===== src/fqse_pkg.sv =====
// Shared types, codes and helpers for the searchable FIFO queue.
`default_nettype none
package fqse_pkg;

  localparam int DEPTH  = 16;
  localparam int ADDR_W = $clog2(DEPTH);
  localparam int CNT_W  = $clog2(DEPTH + 1);

  // Operation codes carried in the kind field.
  localparam logic [2:0] KIND_ENQ      = 3'd0;
  localparam logic [2:0] KIND_DEQ      = 3'd1;
  localparam logic [2:0] KIND_PEEK     = 3'd2;
  localparam logic [2:0] KIND_EDIT     = 3'd3;
  localparam logic [2:0] KIND_REMOVE   = 3'd4;
  localparam logic [2:0] KIND_DEDUP    = 3'd5;
  localparam logic [2:0] KIND_RM_EVEN  = 3'd6;

  // Status codes of a result word.
  localparam logic [1:0] ST_OK        = 2'd0;
  localparam logic [1:0] ST_EMPTY     = 2'd1;
  localparam logic [1:0] ST_FULL      = 2'd2;
  localparam logic [1:0] ST_NOT_FOUND = 2'd3;

  typedef struct packed {
    logic [2:0]         kind;
    logic signed [31:0] value;
    logic signed [31:0] new_value;
  } in_word_t;

  typedef struct packed {
    logic signed [31:0] data_out;
    logic [1:0]         status;
    logic [4:0]         count;
  } out_word_t;

  typedef enum logic [2:0] {
    S_IDLE,
    S_HEAD,
    S_RD,
    S_CMP,
    S_DRD,
    S_DCMP,
    S_FIN
  } state_t;

  // Ring slot at a position from the base index; pos may reach DEPTH.
  function automatic logic [ADDR_W-1:0] slot_of(input logic [ADDR_W-1:0] base,
                                                 input logic [CNT_W-1:0] pos);
    logic [CNT_W:0] sum;
    sum = (CNT_W+1)'(base) + (CNT_W+1)'(pos);
    if (sum >= (CNT_W+1)'(DEPTH)) begin
      sum = sum - (CNT_W+1)'(DEPTH);
    end
    return sum[ADDR_W-1:0];
  endfunction

endpackage
`default_nettype wire


===== src/fifo_queue_with_search_edit.sv =====
// Top level of the bounded FIFO queue with search, edit and compaction.
//
// Usage: each input word on in_data carries one operation (enqueue, dequeue,
// peek, edit first match, remove first match, remove duplicates, remove even)
// and produces exactly one result word on out_data: data, status and the
// entry count after the operation. A word moves when valid is high and stall
// is low; the block raises in_stall while an operation is in flight.
// Storage is one synchronous memory of DEPTH words with a single port pair and
// registered read data; every walk goes through it one entry at a time.
// Edit stops at its first match; remove first and remove even walk every
// entry; remove duplicates also reads the kept prefix for each later entry
// until it finds a copy. Each step of a walk issues a read in S_RD or S_DRD
// and uses the data in S_CMP or S_DCMP.
// The result sits in an output register: a stalled receiver holds it there,
// the next input word is still accepted, and its result waits until the
// register frees. Reset clears head, tail, count and all handshake state;
// memory contents are never cleared, only held entries are read.
`default_nettype none
module fifo_queue_with_search_edit (
  input  wire logic               clk,
  input  wire logic               rst_n,
  input  wire logic               in_valid,
  output logic                    in_stall,
  input  wire fqse_pkg::in_word_t in_data,
  output logic                    out_valid,
  input  wire logic               out_stall,
  output fqse_pkg::out_word_t     out_data
);

  localparam int AW = fqse_pkg::ADDR_W;
  localparam int CW = fqse_pkg::CNT_W;

  // Storage: written and read in clocked blocks, registered read data.
  logic signed [31:0] mem [fqse_pkg::DEPTH];
  logic               mem_we;
  logic               mem_re;
  logic [AW-1:0]      mem_waddr;
  logic [AW-1:0]      mem_raddr;
  logic signed [31:0] mem_wdata;
  logic signed [31:0] mem_rdata;

  always_ff @(posedge clk) begin
    if (mem_we) begin
      mem[mem_waddr] <= mem_wdata;
    end
  end

  always_ff @(posedge clk) begin
    if (mem_re) begin
      mem_rdata <= mem[mem_raddr];
    end
  end

  // Control and operation registers.
  fqse_pkg::state_t   state_r, state_nxt;
  logic [AW-1:0]      head_r, head_nxt;
  logic [AW-1:0]      tail_r, tail_nxt;
  logic [CW-1:0]      occ_r, occ_nxt;
  logic [CW-1:0]      i_r, i_nxt;     // read position of the walk
  logic [CW-1:0]      n_r, n_nxt;     // kept entries so far
  logic [CW-1:0]      j_r, j_nxt;     // inner position for duplicate search
  logic               hit_r, hit_nxt;
  logic [2:0]         kind_r, kind_nxt;
  logic signed [31:0] val_r, val_nxt;
  logic signed [31:0] nval_r, nval_nxt;
  logic signed [31:0] cand_r, cand_nxt;
  logic signed [31:0] data_r, data_nxt;
  logic [1:0]         status_r, status_nxt;
  logic               out_valid_r, out_valid_nxt;
  fqse_pkg::out_word_t out_data_r, out_data_nxt;

  logic               in_acc;
  logic [CW-1:0]      i_inc;
  logic               walk_last;
  logic [CW-1:0]      n_inc;
  logic               match_rem;
  logic               hit_now;
  logic [CW-1:0]      n_rem;

  assign in_stall  = (state_r != fqse_pkg::S_IDLE);
  assign in_acc    = in_valid && !in_stall;
  assign out_valid = out_valid_r;
  assign out_data  = out_data_r;

  assign i_inc     = i_r + CW'(1);
  assign walk_last = (i_inc == occ_r);
  assign n_inc     = n_r + CW'(1);
  assign match_rem = !hit_r && (mem_rdata == val_r);
  assign hit_now   = hit_r || match_rem;
  assign n_rem     = match_rem ? n_r : n_inc;

  always_ff @(posedge clk) begin
    if (!rst_n) begin
      state_r     <= fqse_pkg::S_IDLE;
      head_r      <= '0;
      tail_r      <= '0;
      occ_r       <= '0;
      out_valid_r <= 1'b0;
    end else begin
      state_r     <= state_nxt;
      head_r      <= head_nxt;
      tail_r      <= tail_nxt;
      occ_r       <= occ_nxt;
      out_valid_r <= out_valid_nxt;
    end
  end

  // Payload and walk registers need no reset.
  always_ff @(posedge clk) begin
    i_r        <= i_nxt;
    n_r        <= n_nxt;
    j_r        <= j_nxt;
    hit_r      <= hit_nxt;
    kind_r     <= kind_nxt;
    val_r      <= val_nxt;
    nval_r     <= nval_nxt;
    cand_r     <= cand_nxt;
    data_r     <= data_nxt;
    status_r   <= status_nxt;
    out_data_r <= out_data_nxt;
  end

  always_comb begin
    state_nxt     = state_r;
    head_nxt      = head_r;
    tail_nxt      = tail_r;
    occ_nxt       = occ_r;
    i_nxt         = i_r;
    n_nxt         = n_r;
    j_nxt         = j_r;
    hit_nxt       = hit_r;
    kind_nxt      = kind_r;
    val_nxt       = val_r;
    nval_nxt      = nval_r;
    cand_nxt      = cand_r;
    data_nxt      = data_r;
    status_nxt    = status_r;
    out_data_nxt  = out_data_r;
    out_valid_nxt = out_valid_r && out_stall;
    mem_we        = 1'b0;
    mem_re        = 1'b0;
    mem_waddr     = fqse_pkg::slot_of(head_r, n_r);
    mem_raddr     = fqse_pkg::slot_of(head_r, i_r);
    mem_wdata     = mem_rdata;

    case (state_r)
      fqse_pkg::S_IDLE: begin
        if (in_acc) begin
          kind_nxt   = in_data.kind;
          val_nxt    = in_data.value;
          nval_nxt   = in_data.new_value;
          data_nxt   = '0;
          status_nxt = fqse_pkg::ST_OK;
          i_nxt      = '0;
          n_nxt      = '0;
          j_nxt      = '0;
          hit_nxt    = 1'b0;
          state_nxt  = fqse_pkg::S_FIN;
          case (in_data.kind)
            fqse_pkg::KIND_ENQ: begin
              if (occ_r == CW'(fqse_pkg::DEPTH)) begin
                status_nxt = fqse_pkg::ST_FULL;
              end else begin
                mem_we    = 1'b1;
                mem_waddr = tail_r;
                mem_wdata = in_data.value;
                tail_nxt  = fqse_pkg::slot_of(tail_r, CW'(1));
                occ_nxt   = occ_r + CW'(1);
              end
            end
            fqse_pkg::KIND_DEQ, fqse_pkg::KIND_PEEK: begin
              if (occ_r == '0) begin
                status_nxt = fqse_pkg::ST_EMPTY;
              end else begin
                mem_re    = 1'b1;
                mem_raddr = head_r;
                state_nxt = fqse_pkg::S_HEAD;
              end
            end
            fqse_pkg::KIND_EDIT, fqse_pkg::KIND_REMOVE: begin
              // Default to no match; the walk clears it on a hit.
              status_nxt = fqse_pkg::ST_NOT_FOUND;
              if (occ_r != '0) begin
                state_nxt = fqse_pkg::S_RD;
              end
            end
            fqse_pkg::KIND_DEDUP, fqse_pkg::KIND_RM_EVEN: begin
              if (occ_r != '0) begin
                state_nxt = fqse_pkg::S_RD;
              end
            end
            default: begin
            end
          endcase
        end
      end

      fqse_pkg::S_HEAD: begin
        data_nxt = mem_rdata;
        if (kind_r == fqse_pkg::KIND_DEQ) begin
          head_nxt = fqse_pkg::slot_of(head_r, CW'(1));
          occ_nxt  = occ_r - CW'(1);
        end
        state_nxt = fqse_pkg::S_FIN;
      end

      fqse_pkg::S_RD: begin
        mem_re    = 1'b1;
        state_nxt = fqse_pkg::S_CMP;
      end

      fqse_pkg::S_CMP: begin
        i_nxt     = i_inc;
        state_nxt = walk_last ? fqse_pkg::S_FIN : fqse_pkg::S_RD;
        case (kind_r)
          fqse_pkg::KIND_EDIT: begin
            if (mem_rdata == val_r) begin
              mem_we     = 1'b1;
              mem_waddr  = fqse_pkg::slot_of(head_r, i_r);
              mem_wdata  = nval_r;
              status_nxt = fqse_pkg::ST_OK;
              state_nxt  = fqse_pkg::S_FIN;
            end
          end
          fqse_pkg::KIND_REMOVE: begin
            // Skip the first match, shift the rest down behind it.
            hit_nxt = hit_now;
            n_nxt   = n_rem;
            if (!match_rem) begin
              mem_we = 1'b1;
            end
            if (walk_last && hit_now) begin
              status_nxt = fqse_pkg::ST_OK;
              occ_nxt    = n_rem;
              tail_nxt   = fqse_pkg::slot_of(head_r, n_rem);
            end
          end
          fqse_pkg::KIND_RM_EVEN: begin
            if (mem_rdata[0]) begin
              mem_we = 1'b1;
              n_nxt  = n_inc;
            end
            if (walk_last) begin
              occ_nxt  = mem_rdata[0] ? n_inc : n_r;
              tail_nxt = fqse_pkg::slot_of(head_r, mem_rdata[0] ? n_inc : n_r);
            end
          end
          default: begin
            // Remove duplicates: the first entry is always kept, later ones
            // are checked against the kept prefix.
            cand_nxt = mem_rdata;
            if (n_r == '0) begin
              mem_we = 1'b1;
              n_nxt  = n_inc;
              if (walk_last) begin
                occ_nxt  = n_inc;
                tail_nxt = fqse_pkg::slot_of(head_r, n_inc);
              end
            end else begin
              i_nxt     = i_r;
              j_nxt     = '0;
              state_nxt = fqse_pkg::S_DRD;
            end
          end
        endcase
      end

      fqse_pkg::S_DRD: begin
        mem_re    = 1'b1;
        mem_raddr = fqse_pkg::slot_of(head_r, j_r);
        state_nxt = fqse_pkg::S_DCMP;
      end

      fqse_pkg::S_DCMP: begin
        if (mem_rdata == cand_r) begin
          // Drop the candidate and advance.
          i_nxt     = i_inc;
          state_nxt = walk_last ? fqse_pkg::S_FIN : fqse_pkg::S_RD;
          if (walk_last) begin
            occ_nxt  = n_r;
            tail_nxt = fqse_pkg::slot_of(head_r, n_r);
          end
        end else if ((j_r + CW'(1)) == n_r) begin
          // No earlier copy: keep it at the end of the prefix.
          mem_we    = 1'b1;
          mem_wdata = cand_r;
          n_nxt     = n_inc;
          i_nxt     = i_inc;
          state_nxt = walk_last ? fqse_pkg::S_FIN : fqse_pkg::S_RD;
          if (walk_last) begin
            occ_nxt  = n_inc;
            tail_nxt = fqse_pkg::slot_of(head_r, n_inc);
          end
        end else begin
          j_nxt     = j_r + CW'(1);
          state_nxt = fqse_pkg::S_DRD;
        end
      end

      fqse_pkg::S_FIN: begin
        // Hold until the output register is free or being emptied.
        if (!out_valid_r || !out_stall) begin
          out_valid_nxt         = 1'b1;
          out_data_nxt.data_out = data_r;
          out_data_nxt.status   = status_r;
          out_data_nxt.count    = 5'(occ_r);
          state_nxt             = fqse_pkg::S_IDLE;
        end
      end

      default: begin
        state_nxt = fqse_pkg::S_IDLE;
      end
    endcase
  end

  // Count never exceeds the ring depth.
  a_occ_bound: assert property (@(posedge clk) disable iff (!rst_n)
    occ_r <= CW'(fqse_pkg::DEPTH))
    else $error("occupancy above depth");

  // Between operations the tail sits count entries past the head.
  a_tail_track: assert property (@(posedge clk) disable iff (!rst_n)
    (state_r == fqse_pkg::S_IDLE) |-> (tail_r == fqse_pkg::slot_of(head_r, occ_r)))
    else $error("tail out of step with head and count");

  // An enqueue into a queue with room adds exactly one entry.
  a_enq_count: assert property (@(posedge clk) disable iff (!rst_n)
    (in_acc && (in_data.kind == fqse_pkg::KIND_ENQ) && (occ_r < CW'(fqse_pkg::DEPTH)))
    |=> (occ_r == $past(occ_r) + CW'(1)))
    else $error("enqueue did not add one entry");

  // A result is only loaded from the finishing state.
  a_out_load: assert property (@(posedge clk) disable iff (!rst_n)
    $rose(out_valid_r) |-> ($past(state_r) == fqse_pkg::S_FIN))
    else $error("result loaded outside finishing state");

endmodule
`default_nettype wire


===== config.mk =====
export PLATFORM = sky130hd
export DESIGN_NAME = fifo_queue_with_search_edit
export DESIGN_NICKNAME = d
export VERILOG_FILES = /design/src/fqse_pkg.sv /design/src/fifo_queue_with_search_edit.sv
export SDC_FILE = /design/constraint.sdc
export NUM_CORES = 1
export LEC_CHECK = 0
export BUFFER_PORTS_ARGS = -buffer_cell sky130_fd_sc_hd__buf_2
export CELL_PAD_IN_SITES_DETAIL_PLACEMENT = 1
export CELL_PAD_IN_SITES_GLOBAL_PLACEMENT = 1
export CORE_AREA = 2 2 238 240
export CTS_CLUSTER_SIZE = 14
export DETAILED_ROUTE_END_ITERATION = 10
export DIE_AREA = 0 0 240 242
export GPL_TIMING_DRIVEN = 1
export PLACE_DENSITY_LB_ADDON = 0.1
export SLEW_MARGIN = 20
export SYNTH_ARGS = -nofsm -noshare
export SYNTH_HDL_FRONTEND = slang
export SYNTH_SLANG_ARGS = --single-unit

===== constraint.sdc =====
create_clock -name clk -period 11.6 [get_ports clk]
set_input_delay 0.58 -clock clk [delete_from_list [all_inputs] [get_ports clk]]
set_output_delay 0.58 -clock clk [all_outputs]
set_load 0.01 [all_outputs]

=== After elaboration in Yosys (flattened, before gate mapping) ===
Memories as Yosys holds them, arrays and structs flattened. A register that Yosys moved wholly into a read port is not among the register bits.
Index checks and enable logic that the tools add are counted.

* Output and inout port bits: 41
* Input port bits: 71
* Memory bits (writable): 512
* Word-level logic and storage cells: 242
* Register bits after elaboration: 205
* Memories kept: 1

{| class="wikitable"
|+ Memory list
! memory !! words !! width !! read ports !! clocked after memory_dff !! write ports !! line !! RTL
|-
| mem || 16 || 32 || 1 || 1 || 1 || fifo_queue_with_search_edit.sv:34 || <nowiki>logic signed [31:0] mem [fqse_pkg::DEPTH];</nowiki>
|}

* Reduce and logical (&&, ||, !) cells: 39
* $lt $le $gt $ge: 8
* Multiplexer cells: 113
* Equal/unequal tests: 41
* Bitwise operators: 1
* Add/subtract/negate cells: 21

{| class="wikitable"
|+ Operators with widths
! cell !! number
|-
| $mux W32 || 8
|-
| $mux W5 || 25
|-
| $mux W4 || 26
|-
| $pmux W32 S3 || 1
|-
| $pmux W5 S3 || 5
|-
| $eq A32 B32 Y1 || 2
|-
| $pmux W32 S2 || 1
|-
| $add A4 B5 Y6 || 6
|-
| $ge A6 B5 Y1 const B || 6
|-
| $sub A4 B1 Y4 const B || 8
|-
| $mux W3 || 9
|-
| $eq A3 B3 Y1 const B || 8
|-
| $pmux W4 S3 || 2
|-
| $ne A2 B2 Y1 const B || 11
|-
| $ne A3 B3 Y1 const B || 7
|-
| $pmux W3 S7 || 1
|-
| $add A5 B1 Y5 const B || 4
|-
| $pmux W5 S4 || 1
|-
| $mux W1 || 19
|-
| $pmux W4 S2 || 2
|-
| $eq A3 B2 Y1 const B || 5
|-
| $pmux W3 S2 || 2
|-
| $reduce_and A2 Y1 || 6
|-
| $reduce_and A6 Y1 || 2
|-
| other kinds (31) || 56
|}

=== Longest topological paths before layout ===
Gate-level depths: netlist of the first run.

* Word-level depth: 9
* Mapped depth: 14
* Mapped depth without buffers: 13

=== Least setup slack after synthesis of the first run ===
OpenSTA, ideal clock, no wires.

* Path kind: input port to flip-flop
* Start point: in in_valid
* End point: mem mem[12][0], enable pin
* Buffers on the path: 1
* Data arrival time: 4.591 ns
* Data required time: 11.179 ns
* Setup time: 0.421 ns
* Stages on the path: 7
* Slack: 6.588 ns
* Path through: nand3_1 > inv_1 > and3_1 > clkbuf_1 > a221oi_1 > or2_2 > nor2_1

* Longest elaborated chain between the ends: 5
* Elaborated cells on any way between the ends: 7
* Classes of those cells: mux (6); reduce/logical (1)

{| class="wikitable"
|+ Ends and longest elaborated chain
! item !! line !! RTL
|-
| start, declared || fifo_queue_with_search_edit.sv:22 || <nowiki>input wire logic in_valid,</nowiki>
|-
| $logic_and A1 B1 Y1 (*) || fifo_queue_with_search_edit.sv:81 || <nowiki>assign in_acc = in_valid && !in_stall;</nowiki>
|-
| $mux W1 || fifo_queue_with_search_edit.sv:148 || <nowiki>if (in_acc) begin</nowiki>
|-
| $pmux W1 S3 || fifo_queue_with_search_edit.sv:146 || <nowiki>case (state_r)</nowiki>
|-
| $mux W1 || fifo_queue_with_search_edit.sv:43 || <nowiki>if (mem_we) begin</nowiki>
|-
| $mux W1 (implied by the code) || fifo_queue_with_search_edit.sv:44 || <nowiki>mem[mem_waddr] <= mem_wdata;</nowiki>
|-
| end, declared || fifo_queue_with_search_edit.sv:34 ||
|}

Mark *: on every way between the ends. The rest lies on a longest branch, timed or not.

=== Worst setup path in the final report of the first run ===
* Start point: reg state_r[0]
* End point: mem mem[9][27], enable pin

* Longest elaborated chain between the ends: 7
* Elaborated cells on any way between the ends: 12
* Classes of those cells: eq/ne (2); mux (6); reduce/logical (4)

{| class="wikitable"
|+ Ends and longest elaborated chain
! item !! line !! RTL
|-
| start, declared || fifo_queue_with_search_edit.sv:55 || <nowiki>fqse_pkg::state_t state_r, state_nxt;</nowiki>
|-
| start signal, assigned || fifo_queue_with_search_edit.sv:94 || <nowiki>state_r <= fqse_pkg::S_IDLE;</nowiki>
|-
| start signal, assigned || fifo_queue_with_search_edit.sv:100 || <nowiki>state_r <= state_nxt;</nowiki>
|-
| $reduce_bool A3 Y1 || fifo_queue_with_search_edit.sv:80 || <nowiki>assign in_stall = (state_r != fqse_pkg::S_IDLE);</nowiki>
|-
| $logic_not A1 Y1 || fifo_queue_with_search_edit.sv:81 ||
|-
| $logic_and A1 B1 Y1 || fifo_queue_with_search_edit.sv:81 ||
|-
| $mux W1 || fifo_queue_with_search_edit.sv:148 ||
|-
| $pmux W1 S3 || fifo_queue_with_search_edit.sv:146 ||
|-
| $mux W1 || fifo_queue_with_search_edit.sv:43 ||
|-
| $mux W1 (implied by the code) || fifo_queue_with_search_edit.sv:44 ||
|}

Several ways; a longest one is shown, not always the timed one.

==> run summary, run 1 <==
status - completed
unrepaired setup endpoints after global routing - false
fin crit share - 0.421
largest net degree at the start of global routing - 160
total power - 9650 µW
Most used DFF post-synth - edfxtp_1
Mapped Cells - 2,005
Tmin final - 4890 ps
Place WS - 6760 ps
area fraction in compound gates after synthesis - 0.0824
TritonCTS Buffers - 79
antenna fix cells - 0
fin nets - 2,227
post-synthesis xor/xnor area fraction - 0.0326
Die H - 242 µm
hpwl dp - 57.4 mm
worst-case clock skew - 22.2 ps
Crit. Startpoint - state_r[0]$_SDFFE_PN0P_
first-pass GRT wire length - 135 mm
setup ws final - 6710 ps
DRC errors left - 0
Clock transition at path regs - 60 ps
number of synthesized flops with an enable pin - 732
Vias - 19.5k
input/output buffers - 111
Seq/Total Area, Yosys - 0.713
Post-CTS Setup Inserts - 0
library cells used by synthesis - 75
CP endpoint kind - flop
CTS tree - yes
slew margin rel. - 0.241
Final Hold Viols - 0
die area - 58,100 µm²
worst vdd ir - 0.000295 V
dominant cell type by area after synthesis - edfxtp_1
CTS Root Cell - clkbuf_16
Max Slew Vio Count - 0
H-Tree Depth - 3
cts repair resizes - 0
CTS Buffer Depth - 3
antenna viol nets, final - 0
CP max FO - 69
Starting DRT DRC Count - 2,567
Post-Synth Simple-Gate Area - 0.0693
top cells by count, synth - edfxtp_1, nand2_1, mux2_2, xor2_1, nor2_1
Data arrival, critical path - 5170 ps
IO Count - 112
Power Density - 273 nW/µm²
post-synthesis mux area share - 0.0699
Area Overhead vs Synth - 12.7%
Max Cap Violations - 0
slew at the pin closest to its max-slew limit - 1140 ps
Filler cells - 5,040
die width - 240 µm
layout cells sized above 1 - 0.200
YS warnings - 0
GRT Total Usage - 0.320
post-route insts no fill - 2,938
synthesized area - 31,300 µm²
asr flop ratio synth - 0
Layout Utilization - 0.633
largest family of logic cells by synthesized area - compound AO/OA/AOI/OAI gates
area of the multi-input gates - 8620 µm²
Area contributors post-synth - edfxtp_1, mux2_2, xor2_1
area share of the largest cell type after synthesis - 0.702
CP Launch Type - flop
Mapped Nets - 2,106
worst reg2reg path endpoint - mem[9][27]$_DFFE_PP_
Clock Latency Late Sink - 630 ps
leak pwr - 0.0122 µW
wirelength, routed - 92.6 mm
Starting Density - 0.562
crit path kind - reg -> reg
Register Area - 22,300 µm²
reg2reg start - state_r[0]$_SDFFE_PN0P_
Critical Path RT - 11,880 ps
initial antenna violation count - 5
total clock sinks - 749
final setup TNS - 0 ps
Synth Area in Adders - 0.0137
DR WL/cell - 31.5 µm
R2R Setup Slk - 6710 ps
DP Cell Count - 2,800
core area - 55,700 µm²
GP Congestion - 0.891
# rows - 87
DR pass1 iterations - 6
most frequent cell after synthesis - edfxtp_1
R2R depth - 12
grt total ovfl - 0
syn avg cell area - 15.6 µm²
end of the critical path - mem[9][27]$_DFFE_PP_
Hold/Removal Path Class - in -> reg
fmax - 205 MHz
Vias/cell - 6.62
vias in the first global route - 20.2k
CTS Hold Bufs - 0
flops & latches, synth - 749
endpoints failing setup - 0
## kinds of logic (layout without fill, tap and decap cells)
logic type | after synthesis | after routing
AO/OA/AOI/OAI | 320 | 320
XOR/XNOR | 113 | 113
adder cells (fa/ha/maj) | 31 | 31
buffers and inverters | 137 | 314
flip-flops | 749 | 749
multiplexers | 201 | 201
AND/OR/NAND/NOR | 454 | 454
## per-layer routing
metal | share of wire | track usage | up-vias
li1 | - | - | 8198
met5 | 0.00033 | 0 | -
met1 | 0.40 | 0.443 | 10000
met4 | 0.032 | 0.107 | 4
met3 | 0.096 | 0.0768 | 188
met2 | 0.47 | 0.503 | 1037
## how the worst min path moves through the flow
stage / start / to / slack (ps) / cells after the start
floorplan: data_r[3]$_SDFFCE_PN0P_ / out_data[10]$_DFFE_PP_ / 400 / 0
global placement: data_r[26]$_SDFFCE_PN0P_ / out_data[33]$_DFFE_PP_ / 400 / 0
detailed placement: data_r[31]$_SDFFCE_PN0P_ / out_data[38]$_DFFE_PP_ / 410 / 0
CTS: in_data[28] / nval_r[28]$_DFFE_PP_ / 110 / 1
global route: in_data[30] / nval_r[30]$_DFFE_PP_ / 110 / 1
finish: in_data[28] / nval_r[28]$_DFFE_PP_ / 140 / 1
## report_power, final
part / internal [µW] / total (µW) / switching [µW]
clock network: 1330 / 2380 / 1040
logic: 1010 / 3310 / 2300
registers: 3700 / 3960 / 261
total: 6040 / 9650 / 3610
## cells in the final DEF (no fill, tap or decap), types with 21 or more instances in the layout
| cell | Yosys | routed |
|---|---|---|
| a21oi_1 | 35 | 34 |
| a221o_1 | 29 | 29 |
| a221oi_1 | 33 | 33 |
| a222oi_1 | 36 | 36 |
| a22o_1 | 29 | 29 |
| a22oi_1 | 35 | 35 |
| and3_1 | 37 | 37 |
| buf_2 | 42 | 111 |
| buf_4 | 5 | 43 |
| clkbuf_16 | 0 | 81 |
| edfxtp_1 | 732 | 732 |
| ha_1 | 24 | 24 |
| mux2_2 | 130 | 130 |
| mux2i_1 | 69 | 69 |
| nand2_1 | 177 | 177 |
| nand3_1 | 55 | 55 |
| nor2_1 | 76 | 54 |
| nor2_4 | 1 | 21 |
| nor4_1 | 50 | 49 |
| o21ai_0 | 27 | 27 |
| o32ai_1 | 31 | 31 |
| xnor2_1 | 24 | 24 |
| xor2_1 | 87 | 87 |
## registers in the layout, indices dropped and copies added, names as in the netlist
signal	cells
mem	512
out_data	39
cand_r	32
data_r	32
mem_rdata	32
nval_r	32
val_r	32
i_r	5
j_r	5
n_r	5
occ_r	5
head_r	4
tail_r	4
kind_r	3
state_r	3
status_r	2
hit_r	1
out_valid	1
## final cells by class
cell class	instances	share of cell area
sequential	749	0.633
multi-input combinational	1119	0.244
clock buffer	98	0.0595
tap	756	0.0268
timing repair buffer	157	0.0263
clock inverter	39	0.00830
inverter	20	0.00213
## critical path: stages, from the launching register on
cell,delay (ps)
dfxtp_1,300
buf_4,270
nor2_1,270
nand3_1,220
inv_2,130
buf_4,750
nand3_1,310
a21oi_1,320
nor2_1,80
a221oi_1,430
nand2b_1,380
nor2_4,570
buf_4,420
## metrics by stage
step / cell area (µm²) / hold WS [ps]
final: 35300 / 136
after global routing: 35300 / 110
after CTS: 35300 / 109
after detailed placement: 32900 / 407
after global placement: 32900 / 400
after floorplan: 31300 / 400
Power figures use the tool's default switching activity.
==> run 2: changes to the inputs <==
- CORE_AREA: 2 2 238 240 -> 2 2 247 249
- DIE_AREA: 0 0 240 242 -> 0 0 249 251
- clock period: 11.6 -> 5 ns (I/O delays scaled with it)
==> run 2 against run 1 <==
Clock power is 140% higher; core utilization shrank 2.5 points; register-to-register slack worse by 6100 ps; via count up 1.7%; routed wire length rose by 0.15%; sequential share of layout area decreased by 1.9 points; combinational power increased by 130%; sequential cell count did not move; sequential power is 130% higher; critical endpoint is now mem[10][20]$_DFFE_PP_; largest power group unchanged.
==> run summary, run 2 (synthesis results as in run 1) <==
status - completed
leak pwr - 0.0126 µW
uppermost layer routed - met4
met2 WL post-DR - 43.0 mm
Final Hold Viols - 0
Tmin final - 4390 ps
CP endpoint kind - flop
fmax - 228 MHz
critical path's largest stage delay - 650 ps
Place WS - 722 ps
CP cell instances - xor2_1 > nor4_1 > nand4_1 > or4_1 > a21oi_1 > o21ai_0 > nand3b_1 > nor2_4 > buf_4
slew at the pin closest to its max-slew limit - 1140 ps
crit path kind - reg -> reg
Starting Density - 0.524
GP Congestion - 0.903
Vias - 19.8k
Hold/Removal Path Class - in -> reg
most frequent cells in the layout - edfxtp_1, nand2_1, mux2_2, buf_2, xor2_1
CTS tree - yes
hpwl dp - 59.3 mm
Max Slew Vio Count - 0
fin nets - 2,313
Area Overhead vs Synth - 16.2%
IO Count - 112
Vias/cell - 6.47
setup ws final - 607 ps
hold path depth - 4
antenna viol nets, final - 0
wirelength, routed - 92.7 mm
endpoints failing setup - 0
Biggest register - mem
grt total ovfl - 0
total clock sinks - 749
worst reg2reg path endpoint - mem[10][20]$_DFFE_PP_
core area - 59,800 µm²
Die H - 251 µm
max reg flops - 512
cts repair resizes - 0
Clock Latency Late Sink - 630 ps
# rows - 90
DP Cell Count - 2,846
vias in the first global route - 20.4k
layout cells sized above 1 - 0.201
total power - 22,600 µW
die width - 249 µm
worst vdd ir - 0.000431 V
routed wl met3 - 7.92 mm
Data arrival, critical path - 4650 ps
design area - 36,400 µm²
DR WL/cell - 30.3 µm
GRT Total Usage - 0.298
Clock transition at path regs - 60 ps
worst-case clock skew - 25.1 ps
DR pass1 iterations - 6
CP Launch Type - flop
input/output buffers - 111
Max Cap Violations - 0
slew margin rel. - 0.243
CTS Buffer Depth - 3
H-Tree Depth - 3
CTS Root Cell - clkbuf_16
largest net degree at the start of global routing - 74
die area - 62,500 µm²
antenna fix cells - 0
Endpoint, Worst Hold - out_valid$_SDFF_PN0_
M1 WL - 39.4 mm
fin crit share - 0.879
placed cell area - 33,200 µm²
R2R depth - 9
post-route insts no fill - 3,057
final setup TNS - 0 ps
Starting DRT DRC Count - 2,480
Power Density - 620 nW/µm²
most common cell after layout, fill and taps aside - edfxtp_1
Hold Startpoint - out_stall
R2R Setup Slk - 610 ps
CP max FO - 32
unrepaired setup endpoints after global routing - false
Critical Path RT - 5250 ps
initial antenna violation count - 2
Worst path slowest cell - or4_1
reg2reg start - mem_rdata[16]$_DFFE_PP_
DRC errors left - 0
TritonCTS Buffers - 78
first-pass GRT wire length - 138 mm
-- run 2: worst max path at each step --
stage | cells past startpoint | start | to
after floorplan | 9 | state_r[2]$_SDFFE_PN0P_ | mem[12][0]$_DFFE_PP_
after global placement | 9 | mem_rdata[20]$_DFFE_PP_ | mem[10][9]$_DFFE_PP_
after detailed placement | 9 | mem_rdata[20]$_DFFE_PP_ | mem[10][10]$_DFFE_PP_
after CTS | 9 | mem_rdata[16]$_DFFE_PP_ | mem[10][20]$_DFFE_PP_
after global routing | 9 | mem_rdata[20]$_DFFE_PP_ | mem[10][20]$_DFFE_PP_
final | 9 | mem_rdata[16]$_DFFE_PP_ | mem[10][20]$_DFFE_PP_
-- run 2: area by class of cell --
cell class,count,area [µm²]
clock buffers,99,2070
clock inverters,44,368
fillers,5379,23400
inverters,20,75.1
multi-input cells,1119,8620
flip-flops and latches,749,22300
well taps,782,978
repair buffers,244,1940
-- run 2: metrics by stage --
stage	hold slack, ps	util
CTS	37.1	0.608
floorplan	349	-
global placement	400	0.556
global route	79.0	0.608
detailed placement	407	0.556
finish	45.8	0.608
-- run 2: layer usage --
layer,vias up,GRT usage
met5,-,0
met3,148,0.0506
met4,0,0.0781
met1,10300,0.432
met2,967,0.473
li1,8373,-
-- run 2: repair_timing --
item	4_1_cts	5_1_grt
hold buffers	68	0
endpoints found under the hold margin	74	0
setup buffers	0	0
-- run 2: power by group --
group | internal, µW | switching, µW | total (µW) | leakage, µW
registers | 8580 | 672 | 9250 | 0.00683
clock network | 3200 | 2430 | 5630 | 0.00119
logic | 2470 | 5210 | 7680 | 0.00460
total | 14300 | 8310 | 22600 | 0.0126
-- run 2: critical path, delay by kind of cell, from the launching register on --
family	cells	cell delay, ps
buffers and inverters	1	420
flip-flops	1	570
XOR/XNOR	1	230
AND/OR/NAND/NOR	5	2280
AO/OA/AOI/OAI	2	490
